[src/hdl/lspdq_pkg.sv]
// ----------------------------------------------------------------------------
// lspdq_pkg
// Shared widths, constants, codes and types of the spectral envelope
// delta quantizer.
// ----------------------------------------------------------------------------
package lspdq_pkg;

    // field widths
    localparam int VALUE_W  = 20;
    localparam int CODE_W   = 18;
    localparam int CW_W     = 5;
    localparam int RECON_W  = 25;
    localparam int SUM_W    = 24;
    localparam int LOG2N_W  = 5;

    // format constants
    localparam int ANGLE_FRAC_BITS = 20;
    localparam int AMP_CODE_BITS   = 18;

    // resolution limits
    localparam logic [LOG2N_W-1:0] LOG2N_MIN   = 5'd4;
    localparam logic [LOG2N_W-1:0] LOG2N_MAX   = 5'd18;
    localparam logic [LOG2N_W-1:0] LOG2N_RESET = 5'd10;

    // width of the scaled angle before rounding
    localparam int SHIFT_W = VALUE_W + 18 + 1;

    // divide by five: floor(x / 5) == (x * DIV5_MUL) >> DIV5_SHIFT for x < 2^19
    localparam int DIV5_SHIFT = 21;
    localparam logic [19:0] DIV5_MUL = 20'd419431;

    localparam logic [SUM_W-1:0]   SUM_MAX      = {SUM_W{1'b1}};
    localparam logic [RECON_W-1:0] RECON_MAX    = {RECON_W{1'b1}};
    localparam logic [CODE_W-1:0]  AMP_CODE_MAX = {CODE_W{1'b1}};

    // configuration port
    localparam int PADDR_W = 3;
    localparam int PDATA_W = 32;
    localparam logic REG_DIRECTION = 1'b0;
    localparam logic REG_LOG2_N    = 1'b1;

    // direction and item codes
    localparam logic DIR_ENCODE = 1'b0;
    localparam logic DIR_DECODE = 1'b1;
    localparam logic FUNC_AMP   = 1'b0;
    localparam logic FUNC_COEF  = 1'b1;

    // configuration seen by the datapath
    typedef struct packed {
        logic               direction;
        logic [LOG2N_W-1:0] log2_n;
    } cfg_t;

endpackage

[src/hdl/lspdq_if.sv]
// ----------------------------------------------------------------------------
// lspdq_in_if / lspdq_out_if
// Valid/ready channels for input items and result items.
// ----------------------------------------------------------------------------
interface lspdq_in_if;
    logic                           valid;
    logic                           ready;
    logic                           func;
    logic [lspdq_pkg::VALUE_W-1:0]  value;

    modport source (output valid, output func, output value, input ready);
    modport sink   (input valid, input func, input value, output ready);
endinterface

interface lspdq_out_if;
    logic                           valid;
    logic                           ready;
    logic [lspdq_pkg::CODE_W-1:0]   code;
    logic [lspdq_pkg::CW_W-1:0]     code_width;
    logic [lspdq_pkg::RECON_W-1:0]  recon;
    logic                           is_amplitude;

    modport source (output valid, output code, output code_width, output recon,
                    output is_amplitude, input ready);
    modport sink   (input valid, input code, input code_width, input recon,
                    input is_amplitude, output ready);
endinterface

[src/hdl/lspdq_cfg.sv]
// ----------------------------------------------------------------------------
// lspdq_cfg
// APB register file holding the direction and the log2 resolution.
// ----------------------------------------------------------------------------
module lspdq_cfg (
    input  logic                              clk,
    input  logic                              rst_n,
    input  logic                              psel,
    input  logic                              penable,
    input  logic                              pwrite,
    input  logic [lspdq_pkg::PADDR_W-1:0]     paddr,
    input  logic [lspdq_pkg::PDATA_W-1:0]     pwdata,
    output logic [lspdq_pkg::PDATA_W-1:0]     prdata,
    output logic                              pready,
    output lspdq_pkg::cfg_t                   cfg
);

    logic                              direction_reg;
    logic [lspdq_pkg::LOG2N_W-1:0]     log2_n_reg;
    logic                              wr_en;
    logic                              reg_sel;

    assign pready  = 1'b1;
    assign wr_en   = psel & penable & pwrite;
    assign reg_sel = paddr[2];

    // register writes
    always_ff @(posedge clk or negedge rst_n)
    begin
        if (!rst_n)
        begin
            direction_reg <= lspdq_pkg::DIR_ENCODE;
            log2_n_reg    <= lspdq_pkg::LOG2N_RESET;
        end
        else if (wr_en)
        begin
            unique case (reg_sel)
                lspdq_pkg::REG_DIRECTION: direction_reg <= pwdata[0];
                lspdq_pkg::REG_LOG2_N:    log2_n_reg <= pwdata[lspdq_pkg::LOG2N_W-1:0];
                default:                  direction_reg <= direction_reg;
            endcase
        end
    end

    // read mux
    always_comb
    begin
        prdata = '0;
        unique case (reg_sel)
            lspdq_pkg::REG_DIRECTION: prdata[0] = direction_reg;
            lspdq_pkg::REG_LOG2_N:    prdata[lspdq_pkg::LOG2N_W-1:0] = log2_n_reg;
            default:                  prdata = '0;
        endcase
    end

    assign cfg.direction = direction_reg;
    assign cfg.log2_n    = log2_n_reg;

endmodule

[src/hdl/lspdq_core.sv]
// ----------------------------------------------------------------------------
// lspdq_core
// Input register, single-pass quantize/reconstruct logic with the running
// state, and the result register.
// ----------------------------------------------------------------------------
module lspdq_core (
    input  logic                 clk,
    input  logic                 rst_n,
    input  lspdq_pkg::cfg_t      cfg,
    lspdq_in_if.sink             in_ch,
    lspdq_out_if.source          out_ch
);

    // input stage
    logic                               in_vld_reg;
    logic                               in_func_reg;
    logic [lspdq_pkg::VALUE_W-1:0]      in_value_reg;

    // running state
    logic [lspdq_pkg::SUM_W-1:0]        sum_reg;
    logic [lspdq_pkg::RECON_W-1:0]      prev_reg;

    // result stage
    logic                               out_vld_reg;
    logic [lspdq_pkg::CODE_W-1:0]       code_reg;
    logic [lspdq_pkg::CW_W-1:0]         cw_reg;
    logic [lspdq_pkg::RECON_W-1:0]      recon_reg;
    logic                               amp_reg;

    logic                               fire;

    // datapath signals
    logic [lspdq_pkg::LOG2N_W-1:0]      bits;
    logic [lspdq_pkg::CODE_W:0]         cmask_w;
    logic [lspdq_pkg::CODE_W-1:0]       cmask;
    logic [lspdq_pkg::VALUE_W+2:0]      amp_x5;
    logic [lspdq_pkg::CODE_W-1:0]       amp_code;
    logic [lspdq_pkg::CODE_W:0]         amp_round;
    logic [lspdq_pkg::CODE_W+20:0]      amp_prod;
    logic [lspdq_pkg::RECON_W-1:0]      amp_recon;
    logic [lspdq_pkg::SHIFT_W-1:0]      ang_scaled;
    logic [lspdq_pkg::SHIFT_W-1:0]      ang_units;
    logic [lspdq_pkg::SUM_W-1:0]        ang_t;
    logic [lspdq_pkg::SUM_W-1:0]        ang_diff;
    logic [lspdq_pkg::SUM_W:0]          dec_sum;
    logic [lspdq_pkg::CODE_W-1:0]       coef_code;
    logic [lspdq_pkg::SUM_W-1:0]        sum_next;
    logic [lspdq_pkg::RECON_W-1:0]      twice_sum;
    logic [lspdq_pkg::RECON_W:0]        prev_p1;
    logic [lspdq_pkg::RECON_W:0]        recon_max;
    logic [lspdq_pkg::RECON_W-1:0]      coef_recon;

    // handshake: compute when the result slot is free or being emptied
    assign fire         = in_vld_reg & (~out_vld_reg | out_ch.ready);
    assign in_ch.ready  = ~in_vld_reg | fire;

    // input register
    always_ff @(posedge clk or negedge rst_n)
    begin
        if (!rst_n)
        begin
            in_vld_reg <= 1'b0;
        end
        else if (in_ch.valid && in_ch.ready)
        begin
            in_vld_reg <= 1'b1;
        end
        else if (fire)
        begin
            in_vld_reg <= 1'b0;
        end
    end

    always_ff @(posedge clk)
    begin
        if (in_ch.valid && in_ch.ready)
        begin
            in_func_reg  <= in_ch.func;
            in_value_reg <= in_ch.value;
        end
    end

    // effective resolution and code mask
    always_comb
    begin
        if (cfg.log2_n < lspdq_pkg::LOG2N_MIN)
            bits = lspdq_pkg::LOG2N_MIN;
        else if (cfg.log2_n > lspdq_pkg::LOG2N_MAX)
            bits = lspdq_pkg::LOG2N_MAX;
        else
            bits = cfg.log2_n;
        cmask_w = ((lspdq_pkg::CODE_W+1)'(1) << bits) - (lspdq_pkg::CODE_W+1)'(1);
        cmask   = cmask_w[lspdq_pkg::CODE_W-1:0];
    end

    // amplitude path: code = sat(value*5) when encoding, the received code when decoding; recon = (code+2)/5
    always_comb
    begin
        amp_x5 = (lspdq_pkg::VALUE_W+3)'(in_value_reg)
               + ((lspdq_pkg::VALUE_W+3)'(in_value_reg) << 2);
        if (cfg.direction == lspdq_pkg::DIR_DECODE)
            amp_code = in_value_reg[lspdq_pkg::CODE_W-1:0];
        else if (amp_x5 > (lspdq_pkg::VALUE_W+3)'(lspdq_pkg::AMP_CODE_MAX))
            amp_code = lspdq_pkg::AMP_CODE_MAX;
        else
            amp_code = amp_x5[lspdq_pkg::CODE_W-1:0];
        amp_round = (lspdq_pkg::CODE_W+1)'(amp_code) + (lspdq_pkg::CODE_W+1)'(2);
        amp_prod  = (lspdq_pkg::CODE_W+21)'(amp_round)
                  * (lspdq_pkg::CODE_W+21)'(lspdq_pkg::DIV5_MUL);
        amp_recon = lspdq_pkg::RECON_W'(amp_prod >> lspdq_pkg::DIV5_SHIFT);
    end

    // coefficient path: delta coding and monotonic reconstruction
    always_comb
    begin
        ang_scaled = (lspdq_pkg::SHIFT_W'(in_value_reg) << bits)
                   + (lspdq_pkg::SHIFT_W'(1) << (lspdq_pkg::ANGLE_FRAC_BITS - 1));
        ang_units  = ang_scaled >> lspdq_pkg::ANGLE_FRAC_BITS;
        if (ang_units > lspdq_pkg::SHIFT_W'(lspdq_pkg::SUM_MAX))
            ang_t = lspdq_pkg::SUM_MAX;
        else
            ang_t = ang_units[lspdq_pkg::SUM_W-1:0];
        ang_diff = ang_t - sum_reg;

        dec_sum = (lspdq_pkg::SUM_W+1)'(sum_reg)
                + (lspdq_pkg::SUM_W+1)'(in_value_reg[lspdq_pkg::CODE_W-1:0] & cmask);

        if (cfg.direction == lspdq_pkg::DIR_ENCODE)
        begin
            coef_code = ang_diff[lspdq_pkg::CODE_W-1:0] & cmask;
            sum_next  = ang_t;
        end
        else
        begin
            coef_code = in_value_reg[lspdq_pkg::CODE_W-1:0] & cmask;
            sum_next  = dec_sum[lspdq_pkg::SUM_W] ? lspdq_pkg::SUM_MAX
                                                  : dec_sum[lspdq_pkg::SUM_W-1:0];
        end

        twice_sum = {sum_next, 1'b0};
        prev_p1   = (lspdq_pkg::RECON_W+1)'(prev_reg) + (lspdq_pkg::RECON_W+1)'(1);
        recon_max = ((lspdq_pkg::RECON_W+1)'(twice_sum) < prev_p1)
                  ? prev_p1 : (lspdq_pkg::RECON_W+1)'(twice_sum);
        coef_recon = recon_max[lspdq_pkg::RECON_W] ? lspdq_pkg::RECON_MAX
                                                   : recon_max[lspdq_pkg::RECON_W-1:0];
    end

    // running state
    always_ff @(posedge clk or negedge rst_n)
    begin
        if (!rst_n)
        begin
            sum_reg  <= '0;
            prev_reg <= '0;
        end
        else if (fire)
        begin
            if (in_func_reg == lspdq_pkg::FUNC_AMP)
            begin
                sum_reg  <= '0;
                prev_reg <= '0;
            end
            else
            begin
                sum_reg  <= sum_next;
                prev_reg <= coef_recon;
            end
        end
    end

    // result register
    always_ff @(posedge clk or negedge rst_n)
    begin
        if (!rst_n)
        begin
            out_vld_reg <= 1'b0;
        end
        else if (fire)
        begin
            out_vld_reg <= 1'b1;
        end
        else if (out_ch.ready)
        begin
            out_vld_reg <= 1'b0;
        end
    end

    always_ff @(posedge clk)
    begin
        if (fire)
        begin
            if (in_func_reg == lspdq_pkg::FUNC_AMP)
            begin
                code_reg  <= amp_code;
                cw_reg    <= lspdq_pkg::CW_W'(lspdq_pkg::AMP_CODE_BITS);
                recon_reg <= amp_recon;
                amp_reg   <= 1'b1;
            end
            else
            begin
                code_reg  <= coef_code;
                cw_reg    <= bits;
                recon_reg <= coef_recon;
                amp_reg   <= 1'b0;
            end
        end
    end

    assign out_ch.valid        = out_vld_reg;
    assign out_ch.code         = code_reg;
    assign out_ch.code_width   = cw_reg;
    assign out_ch.recon        = recon_reg;
    assign out_ch.is_amplitude = amp_reg;

    // an amplitude item clears the running state
    a_amp_clears: assert property (@(posedge clk) disable iff (!rst_n)
        fire && in_func_reg == lspdq_pkg::FUNC_AMP |=> sum_reg == '0 && prev_reg == '0)
        else $error("amplitude item did not clear running state");

    // reconstruction rises with every coefficient until saturation
    a_monotonic: assert property (@(posedge clk) disable iff (!rst_n)
        fire && in_func_reg == lspdq_pkg::FUNC_COEF |=>
            prev_reg > $past(prev_reg) || $past(prev_reg) == lspdq_pkg::RECON_MAX)
        else $error("reconstruction not monotonic");

    // coefficient results are never zero and carry a clamped code width
    a_coef_result: assert property (@(posedge clk) disable iff (!rst_n)
        out_vld_reg && !amp_reg |-> recon_reg != '0 &&
            cw_reg >= lspdq_pkg::LOG2N_MIN && cw_reg <= lspdq_pkg::LOG2N_MAX)
        else $error("bad coefficient result");

    // amplitude results use the fixed code width
    a_amp_width: assert property (@(posedge clk) disable iff (!rst_n)
        out_vld_reg && amp_reg |-> cw_reg == lspdq_pkg::CW_W'(lspdq_pkg::AMP_CODE_BITS))
        else $error("bad amplitude code width");

    // a stored item is never lost: without fire the input stage holds
    a_in_hold: assert property (@(posedge clk) disable iff (!rst_n)
        in_vld_reg && !fire |=> in_vld_reg)
        else $error("input item dropped");

endmodule

[src/hdl/lsp_delta_quantizer.sv]
// ----------------------------------------------------------------------------
// lsp_delta_quantizer
// Spectral envelope delta quantizer: amplitude and LSP angle coding.
// ----------------------------------------------------------------------------
// usage:
//   in_ch carries items (func, value): func 0 is the amplitude item that
//   starts a frame and clears the running sum, func 1 a coefficient item.
//   out_ch returns one result per item (code, code_width, recon,
//   is_amplitude), in order.
//   configuration goes over the APB port: direction at 0x0, log2_n at 0x4;
//   write only while no item is in flight.
//   an accepted item is held in the input register, then computed and
//   written into the result register once that register is free.
//   throughput: one item per cycle while out_ch is ready; the running sum
//   and last reconstruction are updated in the same pass that fills the
//   result register.
//   when out_ch stalls, the held result and one further item in the input
//   register are kept; in_ch ready drops only when both are full.
//   reset clears both stages, the running state, direction (encode) and
//   sets log2_n to 10.
// ----------------------------------------------------------------------------
module lsp_delta_quantizer (
    input  logic                              clk,
    input  logic                              rst_n,
    input  logic                              psel,
    input  logic                              penable,
    input  logic                              pwrite,
    input  logic [lspdq_pkg::PADDR_W-1:0]     paddr,
    input  logic [lspdq_pkg::PDATA_W-1:0]     pwdata,
    output logic [lspdq_pkg::PDATA_W-1:0]     prdata,
    output logic                              pready,
    lspdq_in_if.sink                          in_ch,
    lspdq_out_if.source                       out_ch
);

    lspdq_pkg::cfg_t cfg;

    // register file
    lspdq_cfg u_cfg (
        .clk     (clk),
        .rst_n   (rst_n),
        .psel    (psel),
        .penable (penable),
        .pwrite  (pwrite),
        .paddr   (paddr),
        .pwdata  (pwdata),
        .prdata  (prdata),
        .pready  (pready),
        .cfg     (cfg)
    );

    // datapath
    lspdq_core u_core (
        .clk    (clk),
        .rst_n  (rst_n),
        .cfg    (cfg),
        .in_ch  (in_ch),
        .out_ch (out_ch)
    );

endmodule

[src/flat_wrapper.sv]
// flat-port wrapper written by rule: the top's interface ports become plain ports
module lsp_delta_quantizer_flat 
  (clk, rst_n, psel, penable, pwrite, paddr, pwdata, prdata, pready, in_ch_valid, in_ch_func, in_ch_value, in_ch_ready, out_ch_valid, out_ch_code, out_ch_code_width, out_ch_recon, out_ch_is_amplitude, out_ch_ready);
  lspdq_in_if in_ch_i ();
  lspdq_out_if out_ch_i ();
  input  logic clk;
  input  logic rst_n;
  input  logic psel;
  input  logic penable;
  input  logic pwrite;
  input  logic [lspdq_pkg::PADDR_W-1:0] paddr;
  input  logic [lspdq_pkg::PDATA_W-1:0] pwdata;
  output logic [lspdq_pkg::PDATA_W-1:0] prdata;
  output logic pready;
  input wire logic [$bits(in_ch_i.valid)-1:0] in_ch_valid;
  input wire logic [$bits(in_ch_i.func)-1:0] in_ch_func;
  input wire logic [$bits(in_ch_i.value)-1:0] in_ch_value;
  output wire logic [$bits(in_ch_i.ready)-1:0] in_ch_ready;
  output wire logic [$bits(out_ch_i.valid)-1:0] out_ch_valid;
  output wire logic [$bits(out_ch_i.code)-1:0] out_ch_code;
  output wire logic [$bits(out_ch_i.code_width)-1:0] out_ch_code_width;
  output wire logic [$bits(out_ch_i.recon)-1:0] out_ch_recon;
  output wire logic [$bits(out_ch_i.is_amplitude)-1:0] out_ch_is_amplitude;
  input wire logic [$bits(out_ch_i.ready)-1:0] out_ch_ready;
  assign in_ch_i.valid = in_ch_valid;
  assign in_ch_i.func = in_ch_func;
  assign in_ch_i.value = in_ch_value;
  assign in_ch_ready = in_ch_i.ready;
  assign out_ch_valid = out_ch_i.valid;
  assign out_ch_code = out_ch_i.code;
  assign out_ch_code_width = out_ch_i.code_width;
  assign out_ch_recon = out_ch_i.recon;
  assign out_ch_is_amplitude = out_ch_i.is_amplitude;
  assign out_ch_i.ready = out_ch_ready;
  lsp_delta_quantizer u_core (.clk(clk), .rst_n(rst_n), .psel(psel), .penable(penable), .pwrite(pwrite), .paddr(paddr), .pwdata(pwdata), .prdata(prdata), .pready(pready), .in_ch(in_ch_i), .out_ch(out_ch_i));
endmodule
[config.mk]
export PLATFORM = sky130hd
export DESIGN_NAME = lsp_delta_quantizer_flat
export DESIGN_NICKNAME = d
export VERILOG_FILES = /design/src/hdl/lspdq_pkg.sv /design/src/hdl/lspdq_if.sv /design/src/hdl/lspdq_cfg.sv /design/src/hdl/lspdq_core.sv /design/src/hdl/lsp_delta_quantizer.sv /design/src/flat_wrapper.sv
export SDC_FILE = /design/constraint.sdc
export NUM_CORES = 1
export LEC_CHECK = 0
export ABC_AREA = 1
export BUFFER_PORTS_ARGS = -buffer_cell sky130_fd_sc_hd__clkbuf_2
export CORE_MARGIN = 4
export CORE_UTILIZATION = 30
export DETAILED_ROUTE_END_ITERATION = 10
export MAX_ROUTING_LAYER = met4
export PLACE_DENSITY = 0.53
export SYNTH_ARGS = -nofsm -noshare
export SYNTH_HDL_FRONTEND = slang
export SYNTH_SLANG_ARGS = --single-unit
[constraint.sdc]
create_clock -name clk -period 8.9 [get_ports clk]
set_clock_uncertainty 0.05 [all_clocks]
set_input_delay 1.335 -clock clk [delete_from_list [all_inputs] [get_ports clk]]
set_output_delay 1.335 -clock clk [all_outputs]
set_load 0.05 [all_outputs]
# Word level (Yosys, flattened, before mapping)
# Cells that the tools add are included.
# word_totals
in_bits	63
memories	0
out_inout_bits	84
romBits	0
latchBits	0
mem_bits_rw	0
reg_bits	127
elab_cells	65
# classes
eq_ne	0
n_reduce_logical	5
addsub	7
multipliers	1
shift	2
n_mux	21
n_lt_le_gt_ge	5
n_div	0
bitwise_logic	11
# op_table
op	n
$mux W24	4
$mux W18	4
$and A18 B18 Y18	3
$mux W25	2
$add A39 B20 Y39 const B	1
$shl A20 B5 Y39	1
$mul A19 B19 Y38 const B	1
$add A25 B1 Y26 const B	1
$lt A25 B26 Y1	1
$mux W26	1
$add A24 B18 Y25	1
$gt A19 B24 Y1 const B	1
$add A20 B22 Y23	1
$gt A23 B18 Y1 const B	1
$add A18 B2 Y19 const B	1
$shl A1 B5 Y18 const A	1
$sub A18 B18 Y18	1
$sub A18 B2 Y18 const B	1
$mux W17	1
$mux W5	2
$gt A5 B5 Y1 const B	1
$lt A5 B3 Y1 const B	1
$mux W1	5
$mux W4	1
7 further kinds	14

# Depth between registers and ports, before layout
# logic_depth
ltp_word	13
mapped_depth	51
ltp_nobuf	51

# Cells and area by module
# A second synthesis with hierarchy kept.
# hier_totals
cells_unflattened	2708
area_unflattened_um2	19540.0
# modules_own_cells
mod	area_per_inst_um2	cells_each	seq_area_each_um2	instances
lspdq_core	19003.2	2635	3378.2	1
lspdq_cfg	536.8	73	152.6	1

# Worst setup path after synthesis
# No wires, ideal clock.
# synth_timing
kind	flip-flop to flip-flop
start	register u_core.u_core.in_value_reg[2] (netlist name)
end	register u_core.u_core.recon_reg, in the netlist u_core.u_core.out_ch.recon[12], data pin
stages_incl_launch_ff	46
t_required_ns	8.597
period_less_slack_ns	8.288
n_path_buf	0
path_slack_ns	0.612
setup_time_ns	0.253
arrival_time_ns	7.986
path_cell_list	edfxtp_1 > ha_1 > inv_1 > fa_1 > nor2_1 > o21ai_0 > nand3_1 > nand3_1 > nand2_1 > nand2_1 > nand2_1 > nor2_4 > nand2_4 > nand2_1 > nand2_1 > ha_1 > nand3_1 > nor2_1 > (+10 left out) > fa_1 > fa_1 > inv_1 > fa_1 > inv_1 > ha_1 > a21oi_1 > o21ai_0 > a21oi_1 > nand2_1 > a21oi_1 > o21a_1 > inv_1 > a21oi_1 > o21ai_0 > or2_2 > nand3_1 > nand2_1
# synth_via
elab_chain_len	9
elab_cells_between_ends	18
cone_classes	4 x add/sub; 1 x mul; 3 x order compare; 1 x shift; 8 x mux; 1 x bitwise
# synth_lines
element	line	text
start: declaration	lspdq_core.sv:17	logic [lspdq_pkg::VALUE_W-1:0] in_value_reg;
start signal: assignment	lspdq_core.sv:79	in_value_reg <= in_ch.value;
parallel branches: the longest is 8 deep, another holds $mul A19 B19 Y38	n/a	
$mux W17 *	lspdq_core.sv:192	if (in_func_reg == lspdq_pkg::FUNC_AMP)
end signal: assignment	lspdq_core.sv:196	recon_reg <= amp_recon;
end signal: assignment	lspdq_core.sv:203	recon_reg <= coef_recon;
end: declaration	lspdq_core.sv:27	logic [lspdq_pkg::RECON_W-1:0] recon_reg;
# Every way passes the cells marked *.
# A chain may end at the register's enable or synchronous reset.

# Worst setup path in the final report
# layout_timing
start	register u_core.u_core.in_value_reg[8] (netlist name)
end	register u_core.u_core.recon_reg, in the netlist u_core.u_core.out_ch.recon[15], data pin
# The elaborated chain is that of the path after synthesis.

==> flow_summary_export.csv <==
group,metric,value,unit
outcome,run_status,"complete, no violations",
drt,final_antenna_net_count,0,
cts,max-clock-path-buffers,2,
final_layout,multi_input_comb_area,14300,sq um
critical_path,r2r_setup_slack,380,ps
logic_synthesis,post_synth_instance_area,19500,sq um
sta,post-route-period-util,95.7,%
floorplan,boundaryPins,147,
cts,ctsHtreeMaxLevel,4,
cts,clk_transition_reported_paths,70,ps
floorplan,row_count,93,
sta,setup_ws,379,ps
sta,max_slew.worst_pin.slew,958,ps
logic_synthesis,synth_async_sr_flop_share,44.9,%
hold_path,min_delay_worst_endpoint,"u_core.u_cfg.log2_n_reg[0]$_DFFE_PN0P_",
cts,cts-buffers-inserted,17,
logic_synthesis,ys_types,63,
grt,grt_max_degree,64,
placement,hpwl,53.3,mm
floorplan,die_height,263,um
floorplan,die_area,69000,sq um
final_layout,area.sequential,3530,sq um
critical_path,worst-endpoint-required,9080,ps
hold_path,worst_hold_startpoint,"u_core.u_cfg.log2_n_reg[0]$_DFFE_PN0P_",
final_layout,post_route_cells_drive_above_1_share,17.3,%
drt,drt_iter0_drc,1439,
logic_synthesis,synth-edff-count,70,
floorplan,core-area,64300,sq um
logic_synthesis,post_synth_inst_count,2688,
cts,cts_tree,"built",
floorplan,die_width,263,um
flow_run,number_of_max_cap_violations,0,
sta,hold_viol,0,
critical_path,cp.arrival,8700,ps
sta,worst_slew_margin_rel,36.1,%
hold_path,hold_depth,2,
placement,gp_routability_congestion,0.971,
critical_path,reg2reg_to,"u_core.u_core.out_ch.recon[15]$_DFFE_PP_",
final_layout,fillers,6868,
logic_synthesis,synth.yosys.warnings,0,
drt,detail_route.drc_violations,0,
critical_path,crit_path_top_delay_cell,"sky130_fd_sc_hd__fa_1",
grt,grt_pass1_vias,17355,
floorplan,start_util,30.2,%
critical_path,timing.critical_path.fanout_max,4,
placement,place_ws,-187,ps
critical_path,timing.setup.critical_path_class,"register to register",
sta,slew_violations,0,
drt,drt_pre_antenna_iters,6,
critical_path,worstReg2RegStart,"u_core.u_core.in_value_reg[8]$_DFFE_PP_",
cts,cts_num_sinks,127,
final_layout,areaGrowthSynthToFinish,18.1,%
logic_synthesis,post_synthesis_register_bit_count,127,
sta,max_clock_freq,117,MHz
final_layout,num-nets-final,3329,
sta,fin_hold_ws,476,ps
cts,cts_hold_buf,0,
sta,grt_setup_unrepaired,"true",
grt,antenna_found_initial,4,
hold_path,worstHoldPathType,"register to register",
sta,finalSetupViolations,0,
grt,wire_length_of_the_first_global_routing_pass,99.0,mm
drt,drt-wirelength-per-cell,17.1,um
final_layout,final_util,35.7,%
critical_path,rr_worst_depth,45,
drt,via_count,17875,
critical_path,startpoint_kind_of_the_worst_setup_timing_path,"register",
critical_path,worst_path_most_repeated_cell,"sky130_fd_sc_hd__inv_1",
drt,wirelength,64.7,mm
sta,finalCriticalPeriod,8520,ps
logic_synthesis,seq_area_frac_synth,18.1,%
grt,grt_overflow,0,
placement,port_buffers,89,
cts,worst_skew_pair.late_latency,500,ps
critical_path,endpoint_type_of_the_worst_setup_path,"register",
critical_path,critical-path-max-stage-delay,550,ps
critical_path,cp-startpoint,"u_core.u_core.in_value_reg[8]$_DFFE_PP_",
cts,clk_root_buffer_cell,"sky130_fd_sc_hd__clkbuf_16",
logic_synthesis,synth.avg_cell_area,7.24,sq um
logic_synthesis,synth-main-ff-cell,"sky130_fd_sc_hd__edfxtp_1",
drt,route.detailed.vias_per_inst,4.73,
grt,grt_use_total,19.0,%
worst max-delay path by stage:
stage / endpoint / slack [ps]
after floorplan: u_core.u_core.out_ch.recon[12]$_DFFE_PP_ / 610
after global placement: u_core.u_core.out_ch.recon[13]$_DFFE_PP_ / -180
after detailed placement: u_core.u_core.out_ch.recon[13]$_DFFE_PP_ / -190
after CTS: u_core.u_core.out_ch.recon[15]$_DFFE_PP_ / 20
after global routing: u_core.u_core.out_ch.recon[15]$_DFFE_PP_ / -70
final: u_core.u_core.out_ch.recon[15]$_DFFE_PP_ / 380
through the flow:
step                instance area, sq um  std cells  setup TNS (ps)
finish                             23000       3776               0
global route                       23000       3775            -197
CTS                                22200       3752               0
detailed placement                 21700       3719            -543
global placement                   21700       3719            -510
floorplan                          19600       2716               0
cell usage after synthesis (all sizes together) (2+ instances only):
cell	number	area, sq um
xnor2	35	307
buf	58	395
nor2	196	882
o21bai	16	120
xor2	74	663
conb	2	7.51
nand3	192	1060
o21ai	129	702
nand4	48	313
a21o	4	30.0
o22ai	24	150
dfstp	2	52.6
a31oi	3	18.8
nor4	4	25.0
edfxtp	70	2100
a21oi	133	681
dfrtp	55	1380
nor3	21	120
o2111ai	6	52.6
o21a	6	45.0
inv	487	1830
o211ai	5	37.5
a211oi	4	30.0
o221ai	2	17.5
or2	15	93.8
fa	118	2360
nand3b	5	37.5
clkbuf	22	82.6
ha	241	3020
and2	7	43.8
nand2	693	2720
and3	2	12.5
metal layers:
layer	track usage, %	part of all wire, %	vias up
met5	-	0	-
met4	6.08	2.7	0
met3	2.37	4.5	79
met2	30.3	47	433
met1	25.3	46	8331
li1	-	-	9032
critical path, delay by kind of cell (launching register included):
family	cells	cell delay [ps]
AO/OA/AOI/OAI	6	970
XOR/XNOR	1	190
flip-flops	1	510
AND/OR/NAND/NOR	21	2320
buffers and inverters	8	620
adder cells (fa/ha/maj)	9	3600
placed cells by master, fill, tap and decap left out, types with 6 or more instances in the layout:
cell	instances
sky130_fd_sc_hd__ha_4	28
sky130_fd_sc_hd__clkbuf_2	89
sky130_fd_sc_hd__nand2_1	631
sky130_fd_sc_hd__o21ai_2	7
sky130_fd_sc_hd__nand4_1	46
sky130_fd_sc_hd__inv_2	20
sky130_fd_sc_hd__xnor2_1	34
sky130_fd_sc_hd__xor2_1	72
sky130_fd_sc_hd__nor3_1	15
sky130_fd_sc_hd__nand3_1	170
sky130_fd_sc_hd__and2_1	7
sky130_fd_sc_hd__a21oi_2	7
sky130_fd_sc_hd__dfrtp_1	55
sky130_fd_sc_hd__o22ai_1	24
sky130_fd_sc_hd__edfxtp_1	70
sky130_fd_sc_hd__clkbuf_16	17
sky130_fd_sc_hd__nand3_2	20
sky130_fd_sc_hd__or2_2	13
sky130_fd_sc_hd__buf_4	157
sky130_fd_sc_hd__o21bai_1	16
sky130_fd_sc_hd__a21oi_1	125
sky130_fd_sc_hd__ha_1	210
sky130_fd_sc_hd__o21a_1	6
sky130_fd_sc_hd__nor2_2	19
sky130_fd_sc_hd__nand2_2	55
sky130_fd_sc_hd__nor2_1	158
sky130_fd_sc_hd__o21ai_1	24
sky130_fd_sc_hd__o2111ai_1	6
sky130_fd_sc_hd__fa_1	117
sky130_fd_sc_hd__o21ai_0	94
sky130_fd_sc_hd__nand2_4	6
sky130_fd_sc_hd__nor2_4	18
sky130_fd_sc_hd__conb_1	30
sky130_fd_sc_hd__inv_1	466
cells by family after synthesis:
| family | Yosys count | synth area share [%] |
|---|---|---|
| AOI/OAI and AO/OA | 337 | 9.90 |
| buffers and inverters | 568 | 11.9 |
| DFF | 127 | 18.1 |
| other | 2 | 0.0386 |
| adders and majority gates | 359 | 27.6 |
| xor gates and xnor gates | 109 | 4.98 |
| muxes | 1 | 0.0579 |
| and+or+nand+nor | 1185 | 27.4 |
final cells by class:
| class | count | share of cell area [%] |
|---|---|---|
| timing repair buffer | 252 | 7.40 |
| multi-input combinational | 2021 | 62.2 |
| tap | 855 | 4.65 |
| clock inverter | 12 | 0.435 |
| antenna | 1 | 0.0109 |
| clock buffer | 20 | 1.94 |
| inverter | 488 | 7.99 |
| sequential | 127 | 15.4 |
repair_timing:
item	4_1_cts	5_1_grt
pin swaps	1	34
setup buffers	1	23
setup endpoints to repair	5	30
gates resized for setup	4	112
Power is not shown: default switching activity piles up to over one toggle a cycle in this logic, so the estimate is an artifact.
